**src/sv/sfcd_pkg.sv**
```systemverilog
`timescale 1ns / 1ps
// ----------------------------------------------------------------------------
// sfcd_pkg
// Shared types and constants for the frame channel decoder.
// ----------------------------------------------------------------------------
package sfcd_pkg;

  localparam int unsigned WinBytes   = 25;  // sliding window length
  localparam int unsigned NumCh      = 16;  // channels per frame
  localparam int unsigned ChBits     = 11;  // bits per channel value
  localparam int unsigned PayBytes   = 22;  // frame bytes 1..22 carry channel data
  localparam int unsigned FrameBits  = PayBytes * 8;

  localparam logic [7:0] HdrByte = 8'h0F;
  localparam logic [7:0] EndByte = 8'h00;

  localparam logic [3:0] LastCh  = 4'(NumCh - 1);

  // Channel payload of one recognised frame: frame byte 1 sits in bits 7:0.
  typedef logic [FrameBits-1:0] frame_t;

  // Status of the frame queue, seen by both the front and the back part.
  typedef struct packed {
    logic full;
    logic empty;
  } q_status_t;

endpackage

```
**src/sv/sfcd_front.sv**
```systemverilog
`timescale 1ns / 1ps
// ----------------------------------------------------------------------------
// sfcd_front
// Byte window, fill count and frame recognition; pushes matched frames.
// ----------------------------------------------------------------------------
module sfcd_front (
  input  logic               clk,
  input  logic               rst,
  input  logic               in_valid,
  output logic               in_ready,
  input  logic [7:0]         rx_byte,
  input  logic               line_idle,
  input  sfcd_pkg::q_status_t q_status,
  output logic               push,
  output sfcd_pkg::frame_t   push_frame
);
  import sfcd_pkg::*;

  // The oldest window byte is never read after a shift, so only the newer
  // 24 bytes are stored: win[i] holds window position i + 1.
  localparam int unsigned StoreBytes = WinBytes - 1;

  logic [7:0] win [StoreBytes];
  logic [4:0] fill_count;
  logic       accept;
  logic       full_next;
  logic       match;

  assign in_ready  = !q_status.full;
  assign accept    = in_valid && in_ready;
  // After the shift the window is full when 24 or more bytes were there.
  assign full_next = fill_count >= 5'(WinBytes - 1);
  // After the shift the oldest window byte is the one now stored at win[0].
  assign match     = full_next && (win[0] == HdrByte) && (rx_byte == EndByte);
  assign push      = accept && !line_idle && match;

  // After the shift, frame byte j is the byte now stored at win[j].
  always_comb begin
    for (int j = 0; j < PayBytes; j++) begin
      push_frame[8*j +: 8] = win[j+1];
    end
  end

  always_ff @(posedge clk) begin
    if (rst) begin
      fill_count <= '0;
      for (int i = 0; i < StoreBytes; i++) win[i] <= '0;
    end else if (accept) begin
      if (line_idle) begin
        fill_count <= '0;
        for (int i = 0; i < StoreBytes; i++) win[i] <= '0;
      end else begin
        for (int i = 0; i < StoreBytes - 1; i++) win[i] <= win[i+1];
        win[StoreBytes-1] <= rx_byte;
        if (fill_count < 5'(WinBytes)) fill_count <= fill_count + 5'd1;
      end
    end
  end

  a_push_needs_full: assert property (@(posedge clk) disable iff (rst)
    push |-> fill_count >= 5'(WinBytes - 1))
    else $error("frame pushed from a partial window");
  a_fill_bound: assert property (@(posedge clk) disable iff (rst)
    fill_count <= 5'(WinBytes))
    else $error("fill count above window length");
  a_idle_clears: assert property (@(posedge clk) disable iff (rst)
    (accept && line_idle) |=> fill_count == '0)
    else $error("idle gap did not clear the fill count");

endmodule

```
**src/sv/sfcd_queue.sv**
```systemverilog
`timescale 1ns / 1ps
// ----------------------------------------------------------------------------
// sfcd_queue
// Short frame queue decoupling recognition from channel unpacking.
// ----------------------------------------------------------------------------
module sfcd_queue #(
  parameter int unsigned DEPTH = 2
) (
  input  logic                clk,
  input  logic                rst,
  input  logic                push,
  input  sfcd_pkg::frame_t    push_frame,
  input  logic                pop,
  output sfcd_pkg::frame_t    head_frame,
  output sfcd_pkg::q_status_t q_status
);
  import sfcd_pkg::*;

  localparam int unsigned PtrW = (DEPTH > 1) ? $clog2(DEPTH) : 1;
  localparam int unsigned CntW = $clog2(DEPTH + 1);

  frame_t          slots [DEPTH];
  logic [PtrW-1:0] wr_ptr;
  logic [PtrW-1:0] rd_ptr;
  logic [CntW-1:0] count;

  assign q_status.full  = count == CntW'(DEPTH);
  assign q_status.empty = count == '0;
  assign head_frame     = slots[rd_ptr];

  always_ff @(posedge clk) begin
    if (push) slots[wr_ptr] <= push_frame;
  end

  always_ff @(posedge clk) begin
    if (rst) begin
      wr_ptr <= '0;
      rd_ptr <= '0;
      count  <= '0;
    end else begin
      if (push) wr_ptr <= (wr_ptr == PtrW'(DEPTH - 1)) ? '0 : wr_ptr + PtrW'(1);
      if (pop)  rd_ptr <= (rd_ptr == PtrW'(DEPTH - 1)) ? '0 : rd_ptr + PtrW'(1);
      if (push && !pop)      count <= count + CntW'(1);
      else if (pop && !push) count <= count - CntW'(1);
    end
  end

  a_no_overflow: assert property (@(posedge clk) disable iff (rst)
    push |-> (!q_status.full || pop))
    else $error("push into a full queue");
  a_no_underflow: assert property (@(posedge clk) disable iff (rst)
    pop |-> !q_status.empty)
    else $error("pop from an empty queue");
  a_count_bound: assert property (@(posedge clk) disable iff (rst)
    count <= CntW'(DEPTH))
    else $error("queue count above depth");

endmodule

```
**src/sv/sfcd_back.sv**
```systemverilog
`timescale 1ns / 1ps
// ----------------------------------------------------------------------------
// sfcd_back
// Unpacks the head frame into sixteen channel words through an output register.
// ----------------------------------------------------------------------------
module sfcd_back (
  input  logic                clk,
  input  logic                rst,
  input  sfcd_pkg::frame_t    head_frame,
  input  sfcd_pkg::q_status_t q_status,
  output logic                pop,
  output logic                out_valid,
  input  logic                out_ready,
  output logic [3:0]          channel_index,
  output logic [10:0]         channel_value,
  output logic                last
);
  import sfcd_pkg::*;

  logic [3:0] ch;
  logic [7:0] bit_pos;
  logic       load;

  // Channel k starts at bit 11k of the payload; the largest start is 165.
  assign bit_pos = 8'(ch) * 8'(ChBits);
  assign load    = !q_status.empty && (!out_valid || out_ready);
  assign pop     = load && (ch == LastCh);

  always_ff @(posedge clk) begin
    if (load) begin
      channel_index <= ch;
      channel_value <= head_frame[bit_pos +: ChBits];
      last          <= ch == LastCh;
    end
  end

  always_ff @(posedge clk) begin
    if (rst) begin
      out_valid <= 1'b0;
      ch        <= '0;
    end else begin
      if (load) begin
        out_valid <= 1'b1;
        ch        <= ch + 4'd1;
      end else if (out_ready) begin
        out_valid <= 1'b0;
      end
    end
  end

  a_last_on_final: assert property (@(posedge clk) disable iff (rst)
    out_valid |-> (last == (channel_index == LastCh)))
    else $error("last flag not on the final channel");
  a_index_steps: assert property (@(posedge clk) disable iff (rst)
    (out_valid && out_ready && !last && !q_status.empty)
      |=> out_valid && (channel_index == $past(channel_index) + 4'd1))
    else $error("channel index did not advance within a frame");
  a_pop_after_last: assert property (@(posedge clk) disable iff (rst)
    pop |=> out_valid && last)
    else $error("frame released before its final channel");

endmodule

```
**src/sv/sbus_frame_channel_decoder.sv**
```systemverilog
`timescale 1ns / 1ps
// ----------------------------------------------------------------------------
// sbus_frame_channel_decoder
// Recognises 25-byte frames in a byte stream and emits sixteen channel words.
// ----------------------------------------------------------------------------
// Received bytes enter a 25-byte sliding window, one word per cycle. Once at
// least 25 bytes have arrived since reset or the last idle gap, a frame is
// recognised whenever the oldest byte is the header 0x0F and the newest is the
// end byte 0x00; every such match counts, overlapping ones included. A word
// with line_idle set clears the window and produces nothing. For each match
// the block emits sixteen words in channel order, each carrying the 11-bit
// value at bits 11k..11k+10 of frame bytes 1 to 22 (little-endian), with last
// set on channel 15. The front part accepts one input word every cycle and
// copies the channel payload of a match into a frame queue of QUEUE_DEPTH
// entries; the back part unpacks the head frame at one output word per cycle
// while the receiver is ready, through an output register, so the first
// channel of a frame passes through a queue slot and then the output register.
// Input words are taken at one per cycle as long as the frame queue has room;
// ready drops only while the queue is full, which happens when matches arrive
// faster than the back part drains them.
// ----------------------------------------------------------------------------
module sbus_frame_channel_decoder #(
  parameter int unsigned QUEUE_DEPTH = 2
) (
  input  logic        clk,
  input  logic        rst,
  input  logic        in_valid,
  output logic        in_ready,
  input  logic [7:0]  rx_byte,
  input  logic        line_idle,
  output logic        out_valid,
  input  logic        out_ready,
  output logic [3:0]  channel_index,
  output logic [10:0] channel_value,
  output logic        last
);
  import sfcd_pkg::*;

  // Frame handoff between recognition and unpacking.
  logic      push;
  logic      pop;
  frame_t    push_frame;
  frame_t    head_frame;
  q_status_t q_status;

  // Front part: window, fill count and match detection.
  sfcd_front u_front (
    .clk        (clk),
    .rst        (rst),
    .in_valid   (in_valid),
    .in_ready   (in_ready),
    .rx_byte    (rx_byte),
    .line_idle  (line_idle),
    .q_status   (q_status),
    .push       (push),
    .push_frame (push_frame)
  );

  // Queue of recognised frames; lets the input run while channels drain.
  sfcd_queue #(
    .DEPTH (QUEUE_DEPTH)
  ) u_queue (
    .clk        (clk),
    .rst        (rst),
    .push       (push),
    .push_frame (push_frame),
    .pop        (pop),
    .head_frame (head_frame),
    .q_status   (q_status)
  );

  // Back part: one channel per cycle into the output register while the receiver is ready.
  sfcd_back u_back (
    .clk           (clk),
    .rst           (rst),
    .head_frame    (head_frame),
    .q_status      (q_status),
    .pop           (pop),
    .out_valid     (out_valid),
    .out_ready     (out_ready),
    .channel_index (channel_index),
    .channel_value (channel_value),
    .last          (last)
  );

  a_ready_tracks_queue: assert property (@(posedge clk) disable iff (rst)
    in_ready == !q_status.full)
    else $error("input ready disagrees with queue room");
  a_idle_no_push: assert property (@(posedge clk) disable iff (rst)
    (in_valid && in_ready && line_idle) |-> !push)
    else $error("frame pushed on an idle gap");
  a_pending_drains: assert property (@(posedge clk) disable iff (rst)
    (!q_status.empty && !out_valid) |=> out_valid)
    else $error("queued frame not started");

endmodule

```
**config.mk**
```make
export PLATFORM = sky130hd
export DESIGN_NAME = sbus_frame_channel_decoder
export DESIGN_NICKNAME = d
export VERILOG_FILES = /design/src/sv/sfcd_pkg.sv /design/src/sv/sfcd_front.sv /design/src/sv/sfcd_queue.sv /design/src/sv/sfcd_back.sv /design/src/sv/sbus_frame_channel_decoder.sv
export SDC_FILE = /design/constraint.sdc
export NUM_CORES = 1
export LEC_CHECK = 0
export CAP_MARGIN = 20
export CORE_ASPECT_RATIO = 0.6
export CORE_UTILIZATION = 57
export CTS_CLUSTER_DIAMETER = 120
export DETAILED_ROUTE_END_ITERATION = 10
export DONT_BUFFER_PORTS = 1
export HOLD_SLACK_MARGIN = 0.05
export PLACE_DENSITY_LB_ADDON = 0.1
export SLEW_MARGIN = 0
export SYNTH_ARGS = -nofsm -noshare
export SYNTH_HDL_FRONTEND = slang
export SYNTH_SLANG_ARGS = --single-unit
```
**constraint.sdc**
```tcl
create_clock -name clk -period 9.9 [get_ports clk]
set_input_delay 1.485 -clock clk [delete_from_list [all_inputs] [get_ports clk]]
set_output_delay 1.485 -clock clk [all_outputs]
set_load 0.01 [all_outputs]
```
After elaboration in Yosys (flattened, before gate mapping)
Memories as Yosys holds them, arrays and structs flattened. A register that Yosys moved wholly into a read port is not among the register bits.
Index checks and enable logic that the tools add are counted.
W data, S select, Z words.

word-level totals
  bits in latches = 0
  memory bits (read-only) = 0
  flip-flop bits (word level) = 30
  memories = 2
  bits in writable memories = 544

memories
  name           words  bits a word  rd ports  clocked after memory_dff  wr ports  line              RTL
  u_queue.slots  2      176          1         1                         1         sfcd_queue.sv:22  frame_t slots [DEPTH];
  u_front.win    24     8            24        0                         24        sfcd_front.sv:23  logic [7:0] win [StoreBytes];

cells by class
  div/mod/pow operators = 0
  multipliers = 1
  add/subtract/negate cells = 6
  bitwise gates (word level) = 48
  mux-type cells = 70
  shift operators = 1
  reductions and logical operators = 22
  eq/ne operators = 3
  order comparisons = 2

operator list
  operator               count
  $mux W8                48
  $shiftx A176 B9 Y11    1
  $or A1 B1 Y1           48
  $mux W1                18
  $mux W5                2
  $logic_and A1 B1 Y1    9
  $eq A8 B4 Y1 const B   1
  $logic_not A8 Y1       1
  $mul A4 B4 Y8 const B  1
  $logic_not A1 Y1       6
  $reduce_bool A2 Y1     3
  $add A5 B1 Y5 const B  1
  $ge A5 B5 Y1 const B   1
  $lt A5 B5 Y1 const B   1
  $add A4 B1 Y4 const B  1
  $eq A4 B4 Y1 const B   1
  $mux W2                2
  $add A1 B1 Y1 const B  2
  $add A2 B1 Y2 const B  1
  $eq A2 B2 Y1 const B   1
  $logic_not A2 Y1       1
  $reduce_and A2 Y1      1
  $sub A2 B1 Y2 const B  1
  $logic_or A1 B1 Y1     1

Depth between registers and ports, before layout
  word-level depth = 9
  gate-level depth with buffers = 8
  depth with buffers taken out = 7

By module
From an unflattened synthesis, not the netlist that was laid out.

second synthesis, totals
  cell total of the unflattened synthesis = 1,222
  area total of the unflattened synthesis = 23,321.1 um^2

by module, submodules not included
  module      area an instance (um^2)  sequential area each (um^2)  cells an instance  times used
  sfcd_queue  13,489.2                 10,670.2                     570                1
  sfcd_front  7,624.8                  5,865.6                      464                1
  sfcd_back   2,207.1                  580.6                        188                1

Worst setup path after synthesis
No wires, ideal clock.

  kind = input-to-reg
  from = input port rx_byte[4]
  to = memory u_queue.slots[0][0] (netlist bit), enable pin
  slack = -0.827 ns
  stages = 4
  setup time = 0.736 ns
  arrival time = 9.992 ns
  buffers on the path = 0
  data required time = 9.164 ns
  path through = nor4b_1 -> nand2_1 -> nor4_4 -> nor2b_1

between the ends
  longest elaborated chain between the ends = 5

ends and longest elaborated chain
  what                           line                              RTL
  start: declaration             sbus_frame_channel_decoder.sv:29  input logic [7:0] rx_byte,
  $logic_not A8 Y1               sfcd_front.sv:34                  assign match = full_next && (win[0] == HdrByte) && (rx_byte == EndByte);
  $logic_and A1 B1 Y1            sfcd_front.sv:34
  $logic_and A1 B1 Y1            sfcd_front.sv:35                  assign push = accept && !line_idle && match;
  net push                       sbus_frame_channel_decoder.sv:40  logic push;
  $mux W1                        sfcd_queue.sv:32                  if (push) slots[wr_ptr] <= push_frame;
  $mux W1 (implied by the code)  sfcd_queue.sv:32
  end: declaration               sfcd_queue.sv:22

The timed path passes the listed nets, and every way through them passes these cells.

Worst setup path after layout
  from = input port rx_byte[4]
  to = memory u_queue.slots[1][142] (netlist bit), enable pin

Same word-level chain as after synthesis.

==> summary.md <==
| Metric | Value |
|---|---|
| Status | finished, final reports clean |
| Top-area cell type share of the netlist area | 76.5% |
| Filler cells | 2,702 |
| Final std cells w/o fill | 1,795 |
| Drt pass-1 iters | 6 |
| Reg2reg start | u_front.win[0][4] |
| Net Count, Synth | 1,263 |
| Period utilization | 37.2% |
| DR DRC count | 0 |
| Crit path max fanout | 125 |
| Final critical path time including I/O delays and setup | 3680 ps |
| Site Rows | 55 |
| Critical Path RT | 10,100 ps |
| Vias in the first global route | 10,100 |
| Initial antenna violation count | 1 |
| Die span in x | 256 um |
| Seq/Total Area, Yosys | 77.9% |
| R2R setup slack | 6720 ps |
| Top cells by area, synth | edfxtp_1 77%, mux2i_1 8.1%, and2_1 5.5% |
| I/O pins | 31 |
| Synth async-reset ratio | 0% |
| Post-Route M1 WL | 21.6 mm |
| CORE AREA | 37,800 um2 |
| CP Cell Sequence | nor4b_1, nand2_1, nor4_4, and2_4, buf_12 |
| Final setup viols | 0 |
| Pin count of the biggest net entering global routing | 177 |
| Crit path kind | input pin to flip-flop |
| Final Slew Violations | 0 |
| Clock slew at reported path FFs | 60 ps |
| TritonCTS buffer count | 51 |
| Post-CTS Setup Bufs | 0 |
| GRT Total Usage | 22.5% |
| Worst vdd ir | 0.142 mV |
| Hold Path Stages | 0 |
| Slew HR | 21.8% |
| Syn Inst Count | 1,247 |
| Critical Path End Type | flip-flop |
| Slew @ Worst Pin | 1170 ps |
| HP Class | flip-flop to flip-flop |
| Cts hold-fix bufs | 0 |
| Fmax | 272 MHz |
| Vias per cell | 5.82 |
| Hold Path Origin | u_front.win[0][32] |
| Total Wirelength | 43.6 mm |
| Clock latency at the later pin of the worst-skew pair | 570 ps |
| Bufs on Longest Clock Path | 3 |
| Detailed placement HPWL | 23.7 mm |
| DR vias | 10,400 |
| Final net count | 1,260 |
| CTS tree | yes |
| Max-Cap Viols | 0 |
| Crit-path max cell delay | 710 ps |
| Synth cell count leaders | 560 x edfxtp_1, 195 x and2_1, 177 x mux2i_1 |
| Reg2Reg Capture Point | u_queue.slots[1][142] |
| EDFF count, synth | 560 |
| Post-cts resize count | 0 |
| Max Used Layer | met4 |
| Final Skew | 7.62 ps |
| Number of diodes | 0 |
| Synth warn | 0 |
| Starting DRT DRC Count | 880 |
| P_leak | 7.81 nW |
| RSZ-0062 raised after global routing | no |
| Total grt overflow | 0 |
| H-tree depth | 2 |
| Netlist cell types | 40 |
| Setup WS pre-CTS | 5650 ps |
| CP startpoint | rx_byte[4] |
| Startpoint Class | input pin |
| Port Buf Inserts | 0 |
| FF-to-FF path depth | 5 |
| Count leader, synth | edfxtp_1 |
| WL met2 | 18.8 mm |
| Synthesis-stage register bit count | 575 |
| Largest area contributor in the netlist | edfxtp_1 |
| Antenna Violating Nets Remaining | 0 |
| Area delta synth->final | 8.83% |
| Routed WL per cell | 24.3 um |
| Placed Cells | 1,704 |
| Chip height | 154 um |
| Global-route wire length before repair | 65.5 mm |
| Die ar. | 39,400 um2 |
| Routability congestion estimate | 0.751 |
| PwrDens | 193 nW/um2 |
| Root Driver | clkbuf_16 |
| Syn avg cell area | 17.6 um2 |
| Synthesized area | 22,000 um2 |
| Slowest-stage cell, CP | and2_4 |
| Starting Density | 58.1% |
| Layout cells sized above 1 | 7.10% |
| Critical Path AT | 3880 ps |
| CTS Sinks | 575 |
| Final setup TNS | 0 ps |
| WL met3 | 2.69 mm |
| Final Hold Fails | 0 |
| Synth Flop Type | edfxtp_1 |
| Fin worst setup slack | 6220 ps |
| Worst Hold Endpoint | u_queue.slots[0][24] |
where the power goes:
| part | switching [mW] | leakage [nW] | internal (mW) |
|---|---|---|---|
| sequential | 0.0369 | 5.63 | 2.71 |
| combinational | 0.0307 | 1.43 | 0.00948 |
| clock | 0.839 | 0.747 | 1.00 |
metal layers:
layer / up-vias / global-route usage [%]
met5: - / 0
met4: 0 / 4.68
met3: 52 / 3.74
met2: 287 / 31.4
met1: 5344 / 37.1
li1: 4757 / -
layout make-up:
type | instances | area, um2 | area share, %
clock inverters | 26 | 141 | 0.591
flip-flops and latches | 575 | 17100 | 71.6
multi-input cells | 604 | 4510 | 18.8
well taps | 513 | 642 | 2.68
repair buffers | 12 | 140 | 0.586
clock buffers | 65 | 1370 | 5.73
placed cells by master, fill, tap and decap left out, drive strengths merged, types with 2 or more instances in the layout:
cell / instances
edfxtp: 560
and2: 195
mux2i: 177
clkbuf: 65
a22oi: 44
nand2: 29
a21oi: 26
nand3: 24
clkinv: 24
a22o: 22
dfxtp: 15
nor3: 13
nand4: 12
a31oi: 12
buf: 12
nor2: 11
nand2b: 6
xor2: 5
nor2b: 4
or3: 3
xnor2: 3
ha: 3
nor4b: 2
nand3b: 2
o21ai: 2
nor4: 2
cells by family (layout without fill, tap and decap cells):
| family | Yosys count | after routing | synth area share [%] |
|---|---|---|---|
| AND/OR/NAND/NOR | 305 | 305 | 8.20 |
| flip-flops | 575 | 575 | 77.9 |
| adder cells (fa/ha/maj) | 3 | 3 | 0.171 |
| AO/OA/AOI/OAI | 111 | 111 | 3.55 |
| buffers and inverters | 68 | 103 | 1.83 |
| XOR/XNOR | 8 | 8 | 0.319 |
| multiplexers | 177 | 177 | 8.06 |
sequential cells by signal, summed over array words and instances (netlist names), named ones only:
register              flops
u_queue.count             2
u_back.channel_value     11
u_queue.rd_ptr            1
u_back.last               1
u_front.fill_count        5
u_back.out_valid          1
u_back.ch                 4
u_queue.wr_ptr            1
u_back.channel_index      4
u_queue.slots           352
u_front.win             192
worst max-delay path by stage:
stage / to
global placement: u_queue.slots[1][62]
detailed placement: u_queue.slots[1][67]
floorplan: u_queue.slots[0][0]
finish: u_queue.slots[1][142]
CTS: u_queue.slots[1][46]
global route: u_queue.slots[1][62]
worst max-delay path, delay by kind of cell:
kind / cells / cell delay (ps)
and+or+nand+nor: 4 / 1600
buffers and inverters: 1 / 510
through the flow:
| stage | util [%] | area, um2 | power, mW | hold slack [ps] |
|---|---|---|---|---|
| detailed placement | 59.2 | 22400 | 2.84 | 449 |
| global route | 63.2 | 23900 | 4.76 | 478 |
| finish | 63.2 | 23900 | 4.63 | 463 |
| CTS | 63.2 | 23900 | 4.66 | 467 |
| global placement | 59.2 | 22400 | 2.84 | 444 |
| floorplan | - | 22000 | 2.81 | 406 |
Power figures use the tool's default switching activity.
